<file path="src/rtl/core/spmf_pkg.sv">
// Shared constants, codes and request types for the strict-priority multilevel FIFO.
`default_nettype none

package spmf_pkg;

  // Queue geometry
  localparam int unsigned LEVELS    = 8;
  localparam int unsigned DEPTH     = 16;

  localparam int unsigned LVL_W     = $clog2(LEVELS);
  localparam int unsigned PTR_W     = $clog2(DEPTH);
  localparam int unsigned CNT_W     = $clog2(DEPTH + 1);
  localparam int unsigned SUM_W     = CNT_W + 1;
  localparam int unsigned ADDR_W    = LVL_W + PTR_W;
  localparam int unsigned MEM_DEPTH = LEVELS * (1 << PTR_W);

  // Field widths
  localparam int unsigned ID_W      = 37;
  localparam int unsigned TAG_W     = 8;
  localparam int unsigned ENTRY_W   = ID_W + TAG_W;
  localparam int unsigned LEVEL_W   = 3;
  localparam int unsigned STATUS_W  = 3;

  localparam logic [LEVEL_W-1:0] TOP_RESET = 3'd7;

  typedef enum logic [1:0] {
    ACT_INSERT = 2'd0,
    ACT_REMOVE = 2'd1,
    ACT_CLEAR  = 2'd2
  } action_e;

  typedef enum logic [STATUS_W-1:0] {
    ST_DONE     = 3'd0,
    ST_REMOVED  = 3'd1,
    ST_EMPTY    = 3'd2,
    ST_FULL     = 3'd3,
    ST_BADLEVEL = 3'd4
  } status_e;

  // Entry store access for one request
  typedef struct packed {
    logic               wr_en;
    logic               rd_en;
    logic [ADDR_W-1:0]  addr;
    logic [ENTRY_W-1:0] wdata;
  } mem_req_t;

  // Result fields decided by the level control
  typedef struct packed {
    status_e            status;
    logic [LEVEL_W-1:0] level;
  } res_t;

endpackage

`default_nettype wire

</file>
<file path="src/rtl/core/spmf_level_ctrl.sv">
// Per-level head and fill tracking, level select and request decode.
`default_nettype none

module spmf_level_ctrl (
  input  wire logic                             clk_i,
  input  wire logic                             rst_ni,
  input  wire logic                             accept_i,
  input  wire logic [1:0]                       action_i,
  input  wire logic [spmf_pkg::LEVEL_W-1:0]     level_i,
  input  wire logic [spmf_pkg::ID_W-1:0]        record_id_i,
  input  wire logic [spmf_pkg::TAG_W-1:0]       record_tag_i,
  input  wire logic                             cfg_we_i,
  input  wire logic [spmf_pkg::LEVEL_W-1:0]     cfg_wdata_i,
  output spmf_pkg::mem_req_t                    mem_req_o,
  output spmf_pkg::res_t                        res_o
);

  logic [spmf_pkg::PTR_W-1:0]   head_q [spmf_pkg::LEVELS];
  logic [spmf_pkg::CNT_W-1:0]   fill_q [spmf_pkg::LEVELS];
  logic [spmf_pkg::LEVEL_W-1:0] top_q;

  spmf_pkg::action_e          action;
  logic [spmf_pkg::LVL_W-1:0] start_lvl;
  logic [spmf_pkg::LVL_W-1:0] sel_lvl;
  logic                       found;
  logic                       lvl_ok;
  logic [spmf_pkg::LVL_W-1:0] ins_lvl;
  logic [spmf_pkg::LVL_W-1:0] idx;
  logic [spmf_pkg::PTR_W-1:0] head_sel;
  logic [spmf_pkg::CNT_W-1:0] fill_sel;
  logic [spmf_pkg::SUM_W-1:0] slot_sum;
  logic [spmf_pkg::SUM_W-1:0] slot_wide;
  logic [spmf_pkg::PTR_W-1:0] tail_slot;
  logic [spmf_pkg::PTR_W-1:0] head_nxt;
  logic                       full;
  logic                       do_inc;
  logic                       do_dec;
  logic                       do_clr;

  assign action = spmf_pkg::action_e'(action_i);

  // Remove searches from min(top, LEVELS-1) downward; highest non-empty wins
  always_comb begin
    start_lvl = (32'(top_q) >= 32'(spmf_pkg::LEVELS)) ?
                spmf_pkg::LVL_W'(spmf_pkg::LEVELS - 1) : spmf_pkg::LVL_W'(top_q);
    found   = 1'b0;
    sel_lvl = '0;
    for (int j = 0; j < int'(spmf_pkg::LEVELS); j++) begin
      if (fill_q[j] != '0 && spmf_pkg::LVL_W'(j) <= start_lvl) begin
        found   = 1'b1;
        sel_lvl = spmf_pkg::LVL_W'(j);
      end
    end
  end

  assign lvl_ok  = (32'(level_i) <= 32'(top_q)) && (32'(level_i) < 32'(spmf_pkg::LEVELS));
  assign ins_lvl = spmf_pkg::LVL_W'(level_i);
  assign idx     = (action == spmf_pkg::ACT_REMOVE) ? sel_lvl : ins_lvl;

  assign head_sel = head_q[idx];
  assign fill_sel = fill_q[idx];
  assign full     = (fill_sel == spmf_pkg::CNT_W'(spmf_pkg::DEPTH));

  // Tail slot = (head + fill) mod DEPTH; sum stays below twice DEPTH
  assign slot_sum  = spmf_pkg::SUM_W'(head_sel) + spmf_pkg::SUM_W'(fill_sel);
  assign slot_wide = (slot_sum >= spmf_pkg::SUM_W'(spmf_pkg::DEPTH)) ?
                     slot_sum - spmf_pkg::SUM_W'(spmf_pkg::DEPTH) : slot_sum;
  assign tail_slot = slot_wide[spmf_pkg::PTR_W-1:0];

  assign head_nxt = (32'(head_sel) == 32'(spmf_pkg::DEPTH - 1)) ?
                    '0 : head_sel + spmf_pkg::PTR_W'(1);

  always_comb begin
    mem_req_o       = '0;
    mem_req_o.wdata = {record_tag_i, record_id_i};
    res_o.status    = spmf_pkg::ST_DONE;
    res_o.level     = '0;
    do_inc          = 1'b0;
    do_dec          = 1'b0;
    do_clr          = 1'b0;
    unique case (action)
      spmf_pkg::ACT_INSERT: begin
        mem_req_o.addr = {idx, tail_slot};
        if (!lvl_ok) begin
          res_o.status = spmf_pkg::ST_BADLEVEL;
        end else if (full) begin
          res_o.status = spmf_pkg::ST_FULL;
        end else begin
          mem_req_o.wr_en = accept_i;
          do_inc          = 1'b1;
        end
      end
      spmf_pkg::ACT_REMOVE: begin
        mem_req_o.addr = {idx, head_sel};
        if (found) begin
          mem_req_o.rd_en = accept_i;
          res_o.status    = spmf_pkg::ST_REMOVED;
          res_o.level     = spmf_pkg::LEVEL_W'(sel_lvl);
          do_dec          = 1'b1;
        end else begin
          res_o.status = spmf_pkg::ST_EMPTY;
        end
      end
      spmf_pkg::ACT_CLEAR: begin
        do_clr = 1'b1;
      end
      default: begin
      end
    endcase
  end

  always_ff @(posedge clk_i or negedge rst_ni) begin
    if (!rst_ni) begin
      for (int j = 0; j < int'(spmf_pkg::LEVELS); j++) begin
        head_q[j] <= '0;
        fill_q[j] <= '0;
      end
    end else if (accept_i) begin
      if (do_clr) begin
        for (int j = 0; j < int'(spmf_pkg::LEVELS); j++) begin
          head_q[j] <= '0;
          fill_q[j] <= '0;
        end
      end else if (do_inc) begin
        fill_q[idx] <= fill_sel + spmf_pkg::CNT_W'(1);
      end else if (do_dec) begin
        fill_q[idx] <= fill_sel - spmf_pkg::CNT_W'(1);
        head_q[idx] <= head_nxt;
      end
    end
  end

  always_ff @(posedge clk_i or negedge rst_ni) begin
    if (!rst_ni) begin
      top_q <= spmf_pkg::TOP_RESET;
    end else if (cfg_we_i) begin
      top_q <= cfg_wdata_i;
    end
  end

  a_no_rd_wr_same: assert property (@(posedge clk_i) disable iff (!rst_ni)
    !(mem_req_o.wr_en && mem_req_o.rd_en))
    else $error("entry store read and written by one request");

  a_wr_not_full: assert property (@(posedge clk_i) disable iff (!rst_ni)
    mem_req_o.wr_en |-> fill_sel != spmf_pkg::CNT_W'(spmf_pkg::DEPTH))
    else $error("write into a full level");

  a_rd_not_empty: assert property (@(posedge clk_i) disable iff (!rst_ni)
    mem_req_o.rd_en |-> (fill_sel != '0 && sel_lvl <= start_lvl))
    else $error("read from an empty or out-of-range level");

endmodule

`default_nettype wire
</file>
<file path="config.mk">
export PLATFORM = sky130hd
export DESIGN_NAME = spmf_level_ctrl
export DESIGN_NICKNAME = d
export VERILOG_FILES = /design/src/rtl/core/spmf_pkg.sv /design/src/rtl/core/spmf_level_ctrl.sv
export SDC_FILE = /design/constraint.sdc
export NUM_CORES = 1
export LEC_CHECK = 0
export BUFFER_PORTS_ARGS = -buffer_cell sky130_fd_sc_hd__buf_2
export CAP_MARGIN = 10
export CORE_MARGIN = 2
export CORE_UTILIZATION = 48
export DETAILED_ROUTE_END_ITERATION = 16
export GPL_ROUTABILITY_DRIVEN = 0
export PLACE_DENSITY = 0.73
export SLEW_MARGIN = 20
export SYNTH_ARGS = -nofsm -noshare
export SYNTH_HDL_FRONTEND = slang
export SYNTH_SLANG_ARGS = --single-unit
</file>
<file path="constraint.sdc">
create_clock -name clk_i -period 5.1 [get_ports clk_i]
set_input_delay 0.255 -clock clk_i [delete_from_list [all_inputs] [get_ports clk_i]]
set_output_delay 0.255 -clock clk_i [all_outputs]
set_load 0.005 [all_outputs]
</file>
==> flow_summary.ini, run 1 <==
[synth]
synth_flop_cell = dfrtp_1
async_flop_share_pct = 100.0
yosys_register_bits = 75
synth-edff-count = 0
synthCells = 519
synth.net_count = 587
syn-cell-area_um2 = 4883
yosys-top-cells-area = dfrtp_1 (37%), buf_4 (7.1%), o2bb2ai_1 (5.9%)
yosys.area.top_type = dfrtp_1
synth.top_cell.area_share_pct = 36.89
ys_seq_area_share_pct = 38.51
syn_avg_cell_area_um2 = 9.409
synth_cell_type_count = 76
yosysWarnings = 0

[timing]
maxSlewViolCount = 0
tightest_slew_ns = 0.9627
setup_viol_count_final = 0
setup_tns_ns = 0
max_freq_ghz = 0.2029
fin_skew_ns = 0.01377
slew_headroom_pct = 35.82
period_share_pct = 96.63
period_needed_ns = 4.928
rsz0062_at_grt = false
hold_violations = 0

[grt]
grt_overflow = 0
antenna_found_initial = 0
grt_pass1_vias = 4268
grt_pass1_wl_um = 23790
track_usage_pct = 27.54
grt_max_degree = 76

[routing]
viasPerCell = 6.992
detail-route-antenna-nets = 0
dr_total_vias = 4482
drc = 0
wl_per_cell_um = 23.75
finalWirelength_um = 15220
dr.pass1.iters = 6
drt_iter0_drc = 621

[worst_setup_path]
cp-startpoint = fill_q[20]
crit_family = compound AO/OA/AOI/OAI gates
worst_setup_path_end_kind = output port
slowest_stage = or4_1
worstPathRequired_ns = 4.85
startpoint_type = flip-flop
rrSetupSlack_ns = 0.47
r2r-end = fill_q[24]
critical_path.most_common_cell = nor2_1
cp_cell_sequence = or4_1, o21ai_2, o311ai_1, o311a_1, a21oi_2, buf_6, mux2i_1, o22ai_1, nor2_2, inv_1, ha_1, a21o_1, a21oi_1, xor2_1, nor2_1, xnor2_1, nor2_1, buf_2
reg2regPathDepth = 15
worstPathArrival_ns = 4.67
reg2reg_from = fill_q[6]
path_buf_inv = 3
crit_type = reg2out
crit_path_max_incr_delay_ns = 0.55
crit_fanout = 21

[power_and_ir_drop]
total_leakage_power_uw = 0.002216
max-vdd-ir-drop_mv = 0.2941
power.density_nw_per_um2 = 638.0
p_total_uw = 3262

[clock_network]
cts.path.max_buffers = 2
cts_num_sinks = 75
cts-root-buf = clkbuf_8
htree_levels = 3
cts_made_buffers = 9
insertion_delay_ns = 0.37
cts_tree = built
path_clk_slew_ns = 0.09
postCtsHoldBufs = 0

[floorplan]
chipWidth_um = 104.9
start_util_pct = 49.73
die_area_um2 = 11000
core_area_um2 = 9819
fp-row-count = 36
die_h_um = 104.9
num_io_pins = 117

[finish]
fin_nets = 571
area_growth_pct = 4.689
ff_latch_area_um2 = 1881
multi_input_area_um2 = 2536
fill_cells = 923
drive_gt1_share_pct = 16.34
n_antenna_cell = 0

[min_path]
hold_class = in2async

[placement]
port_buffers = 26
place_hpwl_um = 10830

[job]
cap_violations = 0

[outcome]
status = complete, no violations
-- registers in the layout, indices dropped and copies added, names as in the netlist --
register,cells
head_q,32
start_lvl,3
fill_q,40
-- report_power, final --
part           switching (uW)  total (uW)  leakage [uW]  internal, uW
registers                 209        1020       0.00101           807
logic                    1020        1670       0.00108           648
clock network             246         575      0.000122           329
total                    1480        3260       0.00222          1780
-- cells in the final DEF (no fill, tap or decap), drive strengths merged, types with 4 or more instances in the layout --
cell,count
a32oi,4
a22o,7
buf,39
or4,9
inv,15
a32o,18
mux2i,14
o22ai,9
a222oi,6
dfrtp,72
ha,10
o2bb2ai,33
nand3,8
nor3,6
a21o,7
o21a,4
a21oi,10
and3,5
nor2,41
a31oi,5
nand2,55
o21ai,47
clkbuf,9
o211ai,5
-- routing by layer --
| layer | vias to the layer above | part of all wire, % | track usage (%) |
|---|---|---|---|
| li1 | 1908 | - | - |
| met1 | 2172 | 39 | 36.84 |
| met2 | 335 | 44 | 41.65 |
| met3 | 67 | 13 | 7.985 |
| met4 | 0 | 4.0 | 11.71 |
| met5 | - | 0 | 0 |
-- Yosys cell counts (7+ instances only) --
cell type and n:
dfrtp_1 72, nand2_1 53, buf_4 46, nor2_1 40, o21ai_0 35, o2bb2ai_1 33
a32o_1 18, mux2i_1 14, clkbuf_1 13, inv_1 12, o21ai_1 12, ha_1 10
a21oi_1 9, o22ai_1 9, nand3_1 8, a22o_1 7, or4_1 7
-- through the flow --
stage	std cells	hold WS (ns)	setup WS (ns)	utilization (%)	area (um^2)
finish	641	0.04060	0.1718	52.06	5112
global route	641	0.1205	0.003211	52.06	5112
CTS	638	0.06926	0.04524	51.72	5079
detailed placement	622	0.4576	0.4514	49.21	4832
global placement	622	0.4539	0.5478	49.21	4832
floorplan	519	-0.04059	0.9656	-	4883
-- worst reg2reg max path, delay by kind of cell, from the launching register on --
kind | cells | cell delay (ns)
AO/OA/AOI/OAI | 6 | 2.01
AND/OR/NAND/NOR | 5 | 1.42
adder cells (fa/ha/maj) | 1 | 0.25
flip-flops | 1 | 0.43
buffers and inverters | 1 | 0.17
multiplexers | 2 | 0.29
-- what timing repair did --
action	CTS	global route
setup buffers	0	3
endpoints found under the setup margin	0	1
gates resized for setup	0	4
-- logic make-up after synthesis --
kind of cell               synth area share (%)
xor gates and xnor gates                 0.8969
adders and majority gates                 2.972
and+or+nand+nor                           14.27
buffers and inverters                     9.710
muxes                                     3.331
AOI/OAI and AO/OA                         30.31
DFF                                       38.51
-- worst max path at each step --
stage,endpoint,slack (ns),cells after the start
global route,mem_req_o[48],0.003,18
CTS,mem_req_o[48],0.05,18
detailed placement,mem_req_o[48],0.45,18
global placement,mem_req_o[48],0.55,18
finish,mem_req_o[48],0.17,18
floorplan,fill_q[12],0.97,14
-- cell type report --
class	count	area share (%)
Timing Repair Buffer	39	4.577
Clock inverter	7	2.398
Tap cell	133	3.255
Sequential cell	75	36.78
Inverter	13	0.9545
Clock buffer	9	2.423
Multi-Input combinational cell	365	49.61
(Power assumes the default switching activity.)
==> run 2: changes to the inputs <==
Settings changed: GPL_TIMING_DRIVEN from default to 0.
==> flow_summary.ini, run 2 (synthesis gave the netlist of run 1 again) <==
[outcome]
status = complete, no violations

[finish]
fin_nets = 673
multi_input_area_um2 = 2599
top_register = fill_q
ff_latch_area_um2 = 1881
n_antenna_cell = 0
final_core_util_pct = 58.88
largest_reg_flops = 40
area_growth_pct = 18.40
drive_gt1_share_pct = 28.52
final_cell_mix = buf_2 (72), dfrtp_1 (72), nand2_1 (53)
fill_cells = 877

[clock_network]
cts-root-buf = clkbuf_8
cts_tree = built
cts_num_sinks = 75
cts_made_buffers = 9
path_clk_slew_ns = 0.09
htree_levels = 3
insertion_delay_ns = 0.37
cts.path.max_buffers = 2

[worst_setup_path]
crit_fanout = 10
startpoint_type = flip-flop
worstPathRequired_ns = 4.85
crit_type = reg2out
worst_setup_path_end_kind = output port
worstPathArrival_ns = 4.72
rrSetupSlack_ns = 0.41

[grt]
grt_overflow = 0
track_usage_pct = 28.61
grt_pass1_vias = 4601
grt_max_degree = 61
antenna_found_initial = 0
grt_pass1_wl_um = 24630

[placement]
port_buffers = 70
place_hpwl_um = 11570

[floorplan]
fp-row-count = 36
die_h_um = 104.9
chipWidth_um = 104.9
num_io_pins = 117
start_util_pct = 49.73
core_area_um2 = 9819
die_area_um2 = 11000

[min_path]
hold_class = in2reg

[timing]
period_needed_ns = 4.971
hold_violations = 0
max_freq_ghz = 0.2012
slew_headroom_pct = 38.35
maxSlewViolCount = 0
period_share_pct = 97.47
setup_viol_count_final = 0
whs_ns = 0.09115
tightest_slew_ns = 0.9233
fin_skew_ns = 0.01278
rsz0062_at_grt = true

[routing]
finalWirelength_um = 15590
drt_iter0_drc = 539
detail-route-antenna-nets = 0
dr.pass1.iters = 6
wl_per_cell_um = 20.98
viasPerCell = 6.486
drc = 0
dr_total_vias = 4819

[power_and_ir_drop]
max-vdd-ir-drop_mv = 0.2433
total_leakage_power_uw = 0.002633
power.density_nw_per_um2 = 576.1
p_total_uw = 3331

[job]
cap_violations = 0
-- run 2: cell count changes in the layout (fill, tap and decap cells not counted), sizes merged --
cell / change
inv: -2
buf: +89
clkbuf: +16
dlygate4sd3: +1
clkinvlp: -1
bufinv: -1
-- run 2: worst paths after layout --
kind / startpoint / endpoint / cells past startpoint
max: fill_q[6] / mem_req_o[47] / 16
min: cfg_we_i / start_lvl[0] / 2
max reg2reg: fill_q[6] / fill_q[4] / 14
min reg2reg: head_q[10] / head_q[10] / 2
max in group asynchronous: rst_ni / head_q[27] / 3
min in group asynchronous: rst_ni / fill_q[11] / 2
-- run 2: layout make-up --
class                           count  share of cell area [%]
Buffer                             65                   7.423
Clock buffer                       13                   2.921
Clock inverter                      3                   1.190
Inverter                           13                  0.8440
Multi-Input combinational cell    365                   44.95
Sequential cell                    75                   32.53
Tap cell                          133                   2.878
Timing Repair Buffer               76                   7.271
-- run 2: stage by stage --
step                setup slack [ns]  setup TNS (ns)  area (um^2)  cells
floorplan                     0.9656               0         4883    519
global placement              0.1223               0         5400    722
detailed placement          0.006010               0         5430    723
CTS                         0.004373               0         5703    740
global route                -0.03716        -0.05145         5782    743
finish                        0.1292               0         5782    743
-- run 2: critical path: stages (launching register included) --
cell and delay, ns:
dfrtp_1 0.42, or4_1 0.61, o211a_1 0.33, nor4_4 0.52
a31o_1 0.22, buf_2 0.26, a222oi_1 0.17, and3_1 0.24
a31oi_2 0.31, ha_1 0.24, inv_1 0.06, fa_1 0.39
xor2_1 0.14, nor2_1 0.05, a21oi_1 0.18, nor2_1 0.06
buf_2 0.14
-- run 2: where the power goes --
group	leakage [uW]	switching, uW	internal [uW]
Clock	0.000120	235	317
Sequential	0.00101	205	807
Combinational	0.00150	1060	705
-- run 2: routing by layer --
layer	wire length, um	up-vias	global-route usage (%)
li1	-	2121	-
met1	6128	2315	37.38
met5	0	-	0
met3	1636	55	6.301
met4	744	0	15.24
met2	7082	328	44.29
-- run 2: repair_timing --
item | CTS | global route
pin swaps | 0 | 6
hold endpoints to repair | 15 | 0
hold buffers | 1 | 0
endpoints found under the setup margin | 11 | 3
gates resized for setup | 5 | 11
setup buffers | 0 | 4
==> run 3: changes to the inputs <==
--- a/config.mk
+++ b/config.mk
@@ -12,5 +12,5 @@
 export DETAILED_ROUTE_END_ITERATION = 16
-export GPL_ROUTABILITY_DRIVEN = 0
 export GPL_TIMING_DRIVEN = 0
 export PLACE_DENSITY = 0.73
+export RECOVER_POWER = 25
 export SLEW_MARGIN = 20
--- a/constraint.sdc
+++ b/constraint.sdc
@@ -3,2 +3,2 @@
 set_output_delay 0.255 -clock clk_i [all_outputs]
-set_load 0.005 [all_outputs]
+set_load 0.01 [all_outputs]
==> flow_summary.ini, run 3 (synthesis gave the netlist of run 1 again) <==
[floorplan]
fp-row-count = 36
start_util_pct = 49.73
chipWidth_um = 104.9
core_area_um2 = 9819
die_area_um2 = 11000
num_io_pins = 117
die_h_um = 104.9

[timing]
slew_headroom_pct = 25.88
hold_violations = 0
maxSlewViolCount = 0
setup_viol_count_final = 0
fin_skew_ns = 0.01382
max_freq_ghz = 0.2009
setup_ws_ns = 0.1217
period_share_pct = 97.61
tightest_slew_ns = 1.112
rsz0062_at_grt = true
setup_tns_ns = 0
period_needed_ns = 4.978

[clock_network]
path_clk_slew_ns = 0.09
insertion_delay_ns = 0.37
cts-root-buf = clkbuf_8
cts_num_sinks = 75
cts.path.max_buffers = 2
cts_tree = built
htree_levels = 3
cts_made_buffers = 9

[power_and_ir_drop]
p_total_uw = 3296
power.density_nw_per_um2 = 578.4
max-vdd-ir-drop_mv = 0.2165
total_leakage_power_uw = 0.002524

[placement]
place_hpwl_um = 11880
place_congestion = 0.9467
postPlaceCellArea_um2 = 5430
dp_slack_ns = -0.1038
port_buffers = 70

[grt]
antenna_found_initial = 0
grt_pass1_wl_um = 24500
grt_max_degree = 60
track_usage_pct = 28.72
grt_pass1_vias = 4458
grt_overflow = 0

[outcome]
status = complete, no violations

[finish]
layout_commonest_cell = dfrtp_1
area_growth_pct = 16.71
final_area_um2 = 5699
final_cell_mix = dfrtp_1 (72), nand2_1 (53), buf_4 (51)
largest_reg_flops = 40
top_register = fill_q
ff_latch_area_um2 = 1881
final_core_util_pct = 58.04
n_antenna_cell = 0
multi_input_area_um2 = 2577
fin_nets = 674
drive_gt1_share_pct = 22.26
fill_cells = 898

[worst_setup_path]
critical_path.most_common_cell = nor2_1
crit_path_max_incr_delay_ns = 0.59
crit_fanout = 10
path_buf_inv = 3
reg2reg_from = fill_q[6]
slowest_stage = or4_1
crit_family = compound AO/OA/AOI/OAI gates
cp-startpoint = fill_q[31]
worstPathRequired_ns = 4.85
crit_type = reg2out
worst_setup_path_end_kind = output port
worstPathArrival_ns = 4.72
startpoint_type = flip-flop
cp_cell_sequence = or4_1, o211ai_1, o311ai_1, o311a_2, a21oi_4, buf_4, mux2i_1, o22ai_1, nor2_2, inv_1, ha_1, a21o_1, a21oi_1, xor2_1, nor2_1, xnor2_1, nor2_1, buf_2

[min_path]
hold_class = in2reg
min_from = cfg_wdata_i[2]

[routing]
viasPerCell = 6.371
wl_per_cell_um = 21.13
detail-route-antenna-nets = 0
finalWirelength_um = 15720
dr.pass1.iters = 5
drc = 0
drt_iter0_drc = 399
dr_total_vias = 4740

[job]
cap_violations = 0
## run 3: through the flow
step                      hold slack [ns]  std cells
after floorplan                  -0.04059        519
after global placement             0.4683        722
after detailed placement           0.1514        723
after CTS                          0.1040        740
after global routing               0.1164        744
final                              0.1083        744
## run 3: worst min-delay path: stages
cell     delay (ns)
buf_2          0.07
nand2_1        0.03
o21ai_0        0.07
## run 3: layout make-up
| class | instances | share of cell area (%) |
|---|---|---|
| multi-input combinational | 365 | 45.22 |
| buffer | 66 | 7.530 |
| inverter | 13 | 0.8562 |
| clock buffer | 10 | 2.415 |
| sequential | 75 | 33.00 |
| tap | 133 | 2.920 |
| clock inverter | 6 | 1.537 |
| timing repair buffer | 76 | 6.520 |
## run 3: layer usage
metal  track usage (%)  vias to the layer above  routed length (um)
li1                  -                     2113                   -
met1             38.26                     2258                6295
met2             44.48                      318                7164
met3             6.550                       51                1660
met4             13.14                        0                 599
met5                 0                        -                   0
## run 3: path summary, 6_finish.rpt
check | slack [ns] | to | depth (start not counted)
worst max-delay path | 0.12 | mem_req_o[48] | 18
worst min-delay path | 0.11 | start_lvl[2] | 3
worst max register to register | 0.24 | fill_q[19] | 14
worst min register to register | 0.49 | head_q[25] | 2
max in group asynchronous | 3.64 | head_q[28] | 3
min in group asynchronous | 0.62 | fill_q[11] | 2
## run 3: what timing repair did
| item | in CTS | in global routing |
|---|---|---|
| endpoints found under the hold margin | 13 | 0 |
| resized for setup | 6 | 6 |
| pin swaps | 0 | 2 |
| hold buffers | 1 | 0 |
| setup buffers | 0 | 4 |
| setup endpoints to repair | 19 | 16 |
## run 3: power by group
group	switching, uW	leakage [uW]	internal, uW
clock network	234	0.000117	290
registers	205	0.00101	807
logic	1070	0.00140	687
